<file path="src/hdl/frt_pkg.sv">
package frt_pkg;

    // ethernet and transport codes
    localparam logic [15:0] ETHER_IPV4 = 16'h0800;
    localparam logic [7:0]  PROTO_TCP  = 8'd6;
    localparam logic [7:0]  PROTO_UDP  = 8'd17;

    // per-field refresh modes
    localparam logic [1:0] MODE_OFF   = 2'd0;
    localparam logic [1:0] MODE_INCR  = 2'd1;
    localparam logic [1:0] MODE_FIXED = 2'd2;

    // flow direction codes
    localparam logic [1:0] DIR_NONE = 2'd0;
    localparam logic [1:0] DIR_FWD  = 2'd1;
    localparam logic [1:0] DIR_REV  = 2'd2;

    // configuration register indexes
    localparam int CFG_IDX_W = 3;
    localparam logic [CFG_IDX_W-1:0] REG_MATCH_MODES = 3'd0;
    localparam logic [CFG_IDX_W-1:0] REG_SRC_LIMITS  = 3'd1;
    localparam logic [CFG_IDX_W-1:0] REG_DST_LIMITS  = 3'd2;
    localparam logic [CFG_IDX_W-1:0] REG_PORT_LIMITS = 3'd3;
    localparam logic [CFG_IDX_W-1:0] REG_ADDR_STEPS  = 3'd4;
    localparam logic [CFG_IDX_W-1:0] REG_FIXED_ADDRS = 3'd5;
    localparam logic [CFG_IDX_W-1:0] REG_PORT_STEPS  = 3'd6;

    localparam logic [31:0] MATCH_MODES_RESET = 32'h0001_0000;

    // raw configuration registers
    typedef struct packed {
        logic [31:0] match_modes;
        logic [63:0] src_addr_limits;
        logic [63:0] dst_addr_limits;
        logic [63:0] port_limits;
        logic [63:0] addr_steps;
        logic [63:0] fixed_addrs;
        logic [63:0] port_steps_fixed;
    } cfg_t;

    // address and port tuple
    typedef struct packed {
        logic [31:0] src_addr;
        logic [31:0] dst_addr;
        logic [15:0] sport;
        logic [15:0] dport;
    } tuple_t;

    // input item as packed on the stream, first field lowest
    typedef struct packed {
        logic [15:0] dport;
        logic [15:0] sport;
        logic [31:0] dst_addr;
        logic [31:0] src_addr;
        logic [7:0]  ip_proto;
        logic [15:0] ether_kind;
    } in_item_t;

    // result data, first field lowest
    typedef struct packed {
        logic [15:0] out_dport;
        logic [15:0] out_sport;
        logic [31:0] out_dst_addr;
        logic [31:0] out_src_addr;
    } res_data_t;

    // result flags, first field lowest
    typedef struct packed {
        logic       not_ipv4;
        logic [1:0] flow_dir;
    } res_user_t;

    // flow tracking state
    typedef struct packed {
        logic [15:0] period_count;
        logic        target_taken;
        logic [31:0] target_src;
        logic [31:0] target_dst;
        tuple_t      cur;
    } flow_state_t;

endpackage

</file>
<file path="src/hdl/frt_cfg_regs.sv">
module frt_cfg_regs
    import frt_pkg::*;
(
    input  logic                 clk,
    input  logic                 rst_n,
    input  logic                 cfg_valid,
    output logic                 cfg_ready,
    input  logic [CFG_IDX_W-1:0] cfg_index,
    input  logic [63:0]          cfg_data,
    output cfg_t                 cfg
);

    cfg_t cfg_reg;

    assign cfg_ready = 1'b1;
    assign cfg       = cfg_reg;

    // register writes, unknown indexes are dropped
    always_ff @(posedge clk or negedge rst_n)
    begin
        if (!rst_n)
        begin
            cfg_reg.match_modes      <= MATCH_MODES_RESET;
            cfg_reg.src_addr_limits  <= '0;
            cfg_reg.dst_addr_limits  <= '0;
            cfg_reg.port_limits      <= '0;
            cfg_reg.addr_steps       <= '0;
            cfg_reg.fixed_addrs      <= '0;
            cfg_reg.port_steps_fixed <= '0;
        end
        else if (cfg_valid)
        begin
            unique case (cfg_index)
                REG_MATCH_MODES: cfg_reg.match_modes      <= cfg_data[31:0];
                REG_SRC_LIMITS:  cfg_reg.src_addr_limits  <= cfg_data;
                REG_DST_LIMITS:  cfg_reg.dst_addr_limits  <= cfg_data;
                REG_PORT_LIMITS: cfg_reg.port_limits      <= cfg_data;
                REG_ADDR_STEPS:  cfg_reg.addr_steps       <= cfg_data;
                REG_FIXED_ADDRS: cfg_reg.fixed_addrs      <= cfg_data;
                REG_PORT_STEPS:  cfg_reg.port_steps_fixed <= cfg_data;
                default:
                begin
                end
            endcase
        end
    end

endmodule

</file>
<file path="src/hdl/frt_refresh.sv">
module frt_refresh
    import frt_pkg::*;
(
    input  cfg_t   cfg,
    input  tuple_t cur,
    output tuple_t fresh
);

    // increment with clamp, or load, or keep
    function automatic logic [31:0] next_addr(input logic [1:0] mode, input logic [31:0] val,
                                              input logic [31:0] step, input logic [31:0] lo,
                                              input logic [31:0] hi, input logic [31:0] fixed);
        logic [31:0] sum;
        logic [31:0] res;
        sum = val + ((step == 32'd0) ? 32'd1 : step);
        res = val;
        if (mode == MODE_INCR)
        begin
            if (sum < lo)
                res = lo;
            else if (sum > hi)
                res = hi;
            else
                res = sum;
        end
        else if (mode == MODE_FIXED)
            res = fixed;
        return res;
    endfunction

    // increment with wrap to minimum, or load, or keep
    function automatic logic [15:0] next_port(input logic [1:0] mode, input logic [15:0] val,
                                              input logic [15:0] step, input logic [15:0] lo,
                                              input logic [15:0] hi, input logic [15:0] fixed);
        logic [15:0] sum;
        logic [15:0] res;
        sum = val + ((step == 16'd0) ? 16'd1 : step);
        res = val;
        if (mode == MODE_INCR)
            res = (sum < lo || sum > hi) ? lo : sum;
        else if (mode == MODE_FIXED)
            res = fixed;
        return res;
    endfunction

    assign fresh.src_addr = next_addr(cfg.match_modes[1:0], cur.src_addr,
                                      cfg.addr_steps[63:32], cfg.src_addr_limits[63:32],
                                      cfg.src_addr_limits[31:0], cfg.fixed_addrs[63:32]);
    assign fresh.dst_addr = next_addr(cfg.match_modes[3:2], cur.dst_addr,
                                      cfg.addr_steps[31:0], cfg.dst_addr_limits[63:32],
                                      cfg.dst_addr_limits[31:0], cfg.fixed_addrs[31:0]);
    assign fresh.sport    = next_port(cfg.match_modes[5:4], cur.sport,
                                      cfg.port_steps_fixed[63:48], cfg.port_limits[63:48],
                                      cfg.port_limits[47:32], cfg.port_steps_fixed[31:16]);
    assign fresh.dport    = next_port(cfg.match_modes[7:6], cur.dport,
                                      cfg.port_steps_fixed[47:32], cfg.port_limits[31:16],
                                      cfg.port_limits[15:0], cfg.port_steps_fixed[15:0]);

endmodule

</file>
<file path="src/hdl/frt_core.sv">
module frt_core
    import frt_pkg::*;
(
    input  cfg_t        cfg,
    input  in_item_t    item,
    input  flow_state_t state,
    output flow_state_t state_next,
    output res_data_t   res_data,
    output res_user_t   res_user
);

    logic        is_ipv4;
    logic        is_match;
    logic        at_refresh;
    logic        take_target;
    logic        taken_now;
    logic [31:0] tgt_src;
    logic [31:0] tgt_dst;
    logic        is_fwd;
    logic        is_rev;
    logic        is_l4;
    logic [15:0] period;
    logic [15:0] count_inc;
    logic [1:0]  dir;
    tuple_t      fresh;
    tuple_t      cur_now;
    tuple_t      repl;

    frt_refresh u_refresh
    (
        .cfg   (cfg),
        .cur   (state.cur),
        .fresh (fresh)
    );

    // packet classification
    assign is_ipv4     = (item.ether_kind == ETHER_IPV4);
    assign is_match    = is_ipv4 && (item.ip_proto == cfg.match_modes[15:8]);
    assign at_refresh  = is_match && (state.period_count == 16'd0);
    assign take_target = at_refresh && !state.target_taken;
    assign taken_now   = state.target_taken || take_target;
    assign tgt_src     = take_target ? item.src_addr : state.target_src;
    assign tgt_dst     = take_target ? item.dst_addr : state.target_dst;
    assign cur_now     = at_refresh ? fresh : state.cur;
    assign is_l4       = (item.ip_proto == PROTO_TCP) || (item.ip_proto == PROTO_UDP);

    // flow direction, forward wins on a symmetric target
    assign is_fwd = is_match && taken_now
                    && (item.src_addr == tgt_src) && (item.dst_addr == tgt_dst);
    assign is_rev = is_match && taken_now
                    && (item.src_addr == tgt_dst) && (item.dst_addr == tgt_src);

    always_comb
    begin
        priority if (is_fwd)
            dir = DIR_FWD;
        else if (is_rev)
            dir = DIR_REV;
        else
            dir = DIR_NONE;
    end

    // replacement tuple seen from the packet's side
    always_comb
    begin
        repl = cur_now;
        if (dir == DIR_REV)
        begin
            repl.src_addr = cur_now.dst_addr;
            repl.dst_addr = cur_now.src_addr;
            repl.sport    = cur_now.dport;
            repl.dport    = cur_now.sport;
        end
    end

    // rewrite, zero replacements are skipped
    always_comb
    begin
        res_data.out_src_addr = item.src_addr;
        res_data.out_dst_addr = item.dst_addr;
        res_data.out_sport    = item.sport;
        res_data.out_dport    = item.dport;
        if (dir != DIR_NONE)
        begin
            if (repl.src_addr != 32'd0)
                res_data.out_src_addr = repl.src_addr;
            if (repl.dst_addr != 32'd0)
                res_data.out_dst_addr = repl.dst_addr;
            if (is_l4 && repl.sport != 16'd0)
                res_data.out_sport = repl.sport;
            if (is_l4 && repl.dport != 16'd0)
                res_data.out_dport = repl.dport;
        end
    end

    assign res_user.flow_dir = dir;
    assign res_user.not_ipv4 = !is_ipv4;

    // packet counter over all packets
    assign period    = cfg.match_modes[31:16];
    assign count_inc = state.period_count + 16'd1;

    always_comb
    begin
        state_next              = state;
        state_next.period_count = (period != 16'd0 && count_inc >= period) ? 16'd0 : count_inc;
        state_next.target_taken = taken_now;
        state_next.target_src   = tgt_src;
        state_next.target_dst   = tgt_dst;
        state_next.cur          = cur_now;
    end

endmodule

</file>
<file path="src/hdl/flow_tuple_rewriter_top.sv">
// flow tuple rewriter: rewrites addresses and ports of one tracked flow
// each header passes through the input register and then the result register
// throughput: one header per cycle while the result register is not stalled;
// the state update is combinational between input and result register
// reset: asynchronous active low, configuration to its reset values, flow state
// and both stage valid flags cleared
module flow_tuple_rewriter_top
    import frt_pkg::*;
(
    input  logic                 clk,
    input  logic                 rst_n,
    input  logic                 cfg_valid,
    output logic                 cfg_ready,
    input  logic [CFG_IDX_W-1:0] cfg_index,
    input  logic [63:0]          cfg_data,
    input  logic                 s_axis_tvalid,
    output logic                 s_axis_tready,
    // ether_kind, ip_proto, src_addr, dst_addr, sport, dport
    input  logic [119:0]         s_axis_tdata,
    output logic                 m_axis_tvalid,
    input  logic                 m_axis_tready,
    // out_src_addr, out_dst_addr, out_sport, out_dport
    output logic [95:0]          m_axis_tdata,
    // flow_dir, not_ipv4
    output logic [2:0]           m_axis_tuser
);

    cfg_t        cfg;
    logic        in_valid_reg;
    in_item_t    in_item_reg;
    logic        out_valid_reg;
    res_data_t   out_data_reg;
    res_user_t   out_user_reg;
    flow_state_t state_reg;
    flow_state_t state_next;
    res_data_t   res_data;
    res_user_t   res_user;
    logic        advance;

    frt_cfg_regs u_cfg_regs
    (
        .clk       (clk),
        .rst_n     (rst_n),
        .cfg_valid (cfg_valid),
        .cfg_ready (cfg_ready),
        .cfg_index (cfg_index),
        .cfg_data  (cfg_data),
        .cfg       (cfg)
    );

    frt_core u_core
    (
        .cfg        (cfg),
        .item       (in_item_reg),
        .state      (state_reg),
        .state_next (state_next),
        .res_data   (res_data),
        .res_user   (res_user)
    );

    // handshake: the input stage moves on when the result register is free
    assign advance       = in_valid_reg && (!out_valid_reg || m_axis_tready);
    assign s_axis_tready = !in_valid_reg || advance;
    assign m_axis_tvalid = out_valid_reg;
    assign m_axis_tdata  = out_data_reg;
    assign m_axis_tuser  = out_user_reg;

    // input register
    always_ff @(posedge clk or negedge rst_n)
    begin
        if (!rst_n)
            in_valid_reg <= 1'b0;
        else if (s_axis_tready)
            in_valid_reg <= s_axis_tvalid;
    end

    always_ff @(posedge clk)
    begin
        if (s_axis_tready && s_axis_tvalid)
            in_item_reg <= s_axis_tdata;
    end

    // result register
    always_ff @(posedge clk or negedge rst_n)
    begin
        if (!rst_n)
            out_valid_reg <= 1'b0;
        else if (advance)
            out_valid_reg <= 1'b1;
        else if (m_axis_tready)
            out_valid_reg <= 1'b0;
    end

    always_ff @(posedge clk)
    begin
        if (advance)
        begin
            out_data_reg <= res_data;
            out_user_reg <= res_user;
        end
    end

    // flow state, updated once per header
    always_ff @(posedge clk or negedge rst_n)
    begin
        if (!rst_n)
            state_reg <= '0;
        else if (advance)
            state_reg <= state_next;
    end

    // checks
    a_dir_code: assert property (@(posedge clk) disable iff (!rst_n)
        m_axis_tvalid |-> (m_axis_tuser[1:0] == DIR_NONE || m_axis_tuser[1:0] == DIR_FWD
                           || m_axis_tuser[1:0] == DIR_REV))
        else $error("flow direction code out of range");

    a_nonip_no_dir: assert property (@(posedge clk) disable iff (!rst_n)
        (m_axis_tvalid && m_axis_tuser[2]) |-> (m_axis_tuser[1:0] == DIR_NONE))
        else $error("non-IPv4 packet marked as part of the flow");

    a_dir_needs_target: assert property (@(posedge clk) disable iff (!rst_n)
        (m_axis_tvalid && m_axis_tuser[1:0] != DIR_NONE) |-> state_reg.target_taken)
        else $error("flow match without a captured target");

    a_target_sticky: assert property (@(posedge clk) disable iff (!rst_n)
        state_reg.target_taken |=> state_reg.target_taken)
        else $error("target flow lost after capture");

endmodule
</file>
<file path="config.mk">
export PLATFORM = sky130hd
export DESIGN_NAME = flow_tuple_rewriter_top
export DESIGN_NICKNAME = d
export VERILOG_FILES = /design/src/hdl/frt_pkg.sv /design/src/hdl/frt_cfg_regs.sv /design/src/hdl/frt_refresh.sv /design/src/hdl/frt_core.sv /design/src/hdl/flow_tuple_rewriter_top.sv
export SDC_FILE = /design/constraint.sdc
export NUM_CORES = 2
export LEC_CHECK = 0
export ABC_AREA = 0
export BUFFER_PORTS_ARGS = -buffer_cell sky130_fd_sc_hd__buf_2
export CORE_UTILIZATION = 56
export DETAILED_ROUTE_END_ITERATION = 10
export PLACE_DENSITY = 0.74
export SLEW_MARGIN = 40
export SYNTH_ARGS = -nofsm -noshare
export SYNTH_HDL_FRONTEND = slang
export SYNTH_SLANG_ARGS = --single-unit
export TNS_END_PERCENT = 5
</file>
<file path="constraint.sdc">
create_clock -name clk -period 7.81 [get_ports clk]
set_input_delay 0.781 -clock clk [delete_from_list [all_inputs] [get_ports clk]]
set_output_delay 0.781 -clock clk [all_outputs]
set_load 0.03 [all_outputs]
</file>
==> out/qor.csv <==
stage,metric,value,unit
cells_and_area,final_common_cell,dfrtp_1,
sta,clock_skew,36.3,ps
logic_synthesis,synth_top_flop_cell,dfrtp_1,
power_and_ir_drop,irDropWorstVdd,0.207,mV
cells_and_area,largest_register_ffs,416,
logic_synthesis,yosysSeqAreaShare,0.415,
sta,hold_viol,0,
logic_synthesis,netlist_area,51800,um^2
route,ant_nets,0,
logic_synthesis,synth_top_area_frac,0.287,
logic_synthesis,syn_avg_cell_area,9.43,um^2
cells_and_area,area.growth.synth_to_final,16.9,%
placement,portBuffers,292,
cells_and_area,n_fill_cell,7504,
status,outcome,finished clean,
global_route,grt.total_usage,0.445,
critical_path,critPathLaunchType,flip-flop,
critical_path,critPathKind,reg2reg,
critical_path,cpMaxStageDelayCell,a211o_1,
global_route,gr-total-overflow,0,
die,ios,294,
route,wl_per_cell,29.4,um
sta,finalSetupViolCount,0,
global_route,antenna_found_initial,17,
logic_synthesis,synth_top_cell_by_area,dfrtp_1,
die,num_rows,111,
logic_synthesis,ys_types,100,
logic_synthesis,ys_warn_count,0,
placement,routabilityCongestion,1.10,
route,num_vias,48241,
global_route,grt_pass1_wl,304000,um
route,wirelength,212000,um
cells_and_area,final_nets,6435,
run,maxCapViolCount,0,
power_and_ir_drop,power,15.3,mW
power_and_ir_drop,p_per_area,253,nW/um^2
clock_tree,cts_tree,done,
die,core_area,91700,um^2
critical_path,crit_fanout,7,
critical_path,slowest_delay,410,ps
logic_synthesis,synth.top_cells.by_area,"dfrtp_1 (29%), edfxtp_1 (13%), mux2_2 (7.8%)",
logic_synthesis,synth_fp_nets,5985,
route,drt_iter0_markers,6635,
cells_and_area,layout_common_cells,"dfrtp_1 (590), nand2_1 (558), o21ai_0 (449), buf_4 (405), mux2_2 (359)",
clock_tree,h-tree-depth,3,
critical_path,worstSetupEndpointType,flip-flop,
die,die_h,306,um
cells_and_area,drive_gt1_frac,0.229,
die,die_w,306,um
power_and_ir_drop,cellLeakagePower,26.6,nW
logic_synthesis,async_flop_share,0.731,
clock_tree,clkTransAtPathRegs,60,ps
clock_tree,clockBufferDepth,3,
critical_path,cpMostUsedCell,buf_4,
clock_tree,cts_root_buffer,clkbuf_16,
die,dieArea,93700,um^2
global_route,grt_start_max_net_pins,133,
critical_path,required,8240,ps
sta,slew_viol_final,0,
sta,period_needed,7710,ps
clock_tree,cts_sinks,814,
min_path,hp-class,in2reg,
sta,tns,0,ps
critical_path,arrival,8130,ps
route,viasPerCell,6.68,
logic_synthesis,synth_edf_count,219,
route,route.detailed.drc,0,
clock_tree,clk_latency,710,ps
logic_synthesis,syn_inst,5491,
die,initial_utilization,0.565,
sta,post-route-period-util,0.987,
logic_synthesis,ys_ff_latch,814,
sta,relSlewSlack,0.319,
sta,max_freq,0.130,GHz
sta,worst_pin_slew,1020,ps
global_route,grt_pass1_vias,44818,
placement,dp_hpwl,157000,um
route,drt_pass1_iterations,6,
clock_tree,numCtsBuffers,92,
power by group:
group,internal [mW],switching [mW],leakage (nW)
registers,4.96,0.491,9.49
clock network,2.73,1.91,1.54
logic,2.11,3.15,15.6
timing repair:
action | CTS | global route
pin swaps | 10 | 33
buffers inserted | 5 | 6
hold endpoints to repair | 0 | 23
resized for setup | 26 | 77
setup endpoints to repair | 63 | 90
cloned | 2 | 1
hold buffers | 0 | 1
synth_stat cells, drive strengths merged (78+ instances only):
| library cell | count |
|---|---|
| a21oi | 328 |
| a31oi | 82 |
| clkbuf | 314 |
| dfrtp | 594 |
| edfxtp | 219 |
| ha | 298 |
| inv | 322 |
| mux2 | 373 |
| mux2i | 89 |
| nand2 | 559 |
| nand2b | 79 |
| nand3 | 82 |
| nand4 | 78 |
| nor2 | 313 |
| nor2b | 81 |
| o21ai | 469 |
| o22ai | 85 |
| xnor2 | 103 |
worst paths after layout:
path,startpoint,endpoint,slack [ps],cells after the start
setup / recovery,u_cfg_regs.cfg[145],m_axis_tdata[5],100,34
max in group asynchronous,rst_n,u_cfg_regs.cfg[386],5810,4
hold / removal,s_axis_tdata[39],in_item_reg[39],260,1
min in group asynchronous,rst_n,state_reg[143],510,2
hold reg to reg,u_cfg_regs.cfg[201],u_cfg_regs.cfg[201],500,1
setup reg to reg,u_cfg_regs.cfg[145],m_axis_tdata[5],100,34
cell type report:
cell class / instances / area, um^2 / area share
well taps: 1186 / 1480 / 0.0245
diodes: 15 / 37.5 / 0.000620
clock buffers: 118 / 2540 / 0.0420
repair buffers: 725 / 4940 / 0.0817
inverters: 323 / 1220 / 0.0201
flip-flops and latches: 814 / 21500 / 0.355
multi-input cells: 3985 / 28200 / 0.466
clock inverters: 54 / 638 / 0.0105
cells by family (layout without fill, tap and decap cells):
logic type / Yosys count / after routing / synth area share
DFF: 814 / 814 / 0.415
adders and majority gates: 302 / 302 / 0.0735
other: 1 / 16 / 0.0000724
buffers and inverters: 694 / 1220 / 0.0515
muxes: 462 / 462 / 0.0988
xor gates and xnor gates: 164 / 164 / 0.0277
and+or+nand+nor: 1459 / 1461 / 0.134
AOI/OAI and AO/OA: 1595 / 1595 / 0.199
critical path, delay by kind of cell, from the launching register on:
kind / cells / cell delay, ps
xor gates and xnor gates: 1 / 90
muxes: 2 / 710
AOI/OAI and AO/OA: 8 / 1900
buffers and inverters: 9 / 1400
and+or+nand+nor: 11 / 2000
adders and majority gates: 3 / 880
DFF: 1 / 400
per-layer routing:
layer,wire [um],GRT usage
met1,81700,0.590
met2,88600,0.636
met3,26900,0.136
met4,14900,0.268
met5,185,0.0165
through the flow:
stage	instances	hold slack [ps]	instance area, um^2	util	setup WS [ps]
finish	7220	257	60500	0.661	103
floorplan	5491	457	51800	-	547
detailed placement	7016	493	56700	0.619	-410
global route	7211	244	60500	0.660	-85.4
global placement	7014	472	56600	0.618	-268
CTS	7195	128	60000	0.655	0.245
(Power assumes the default switching activity.)
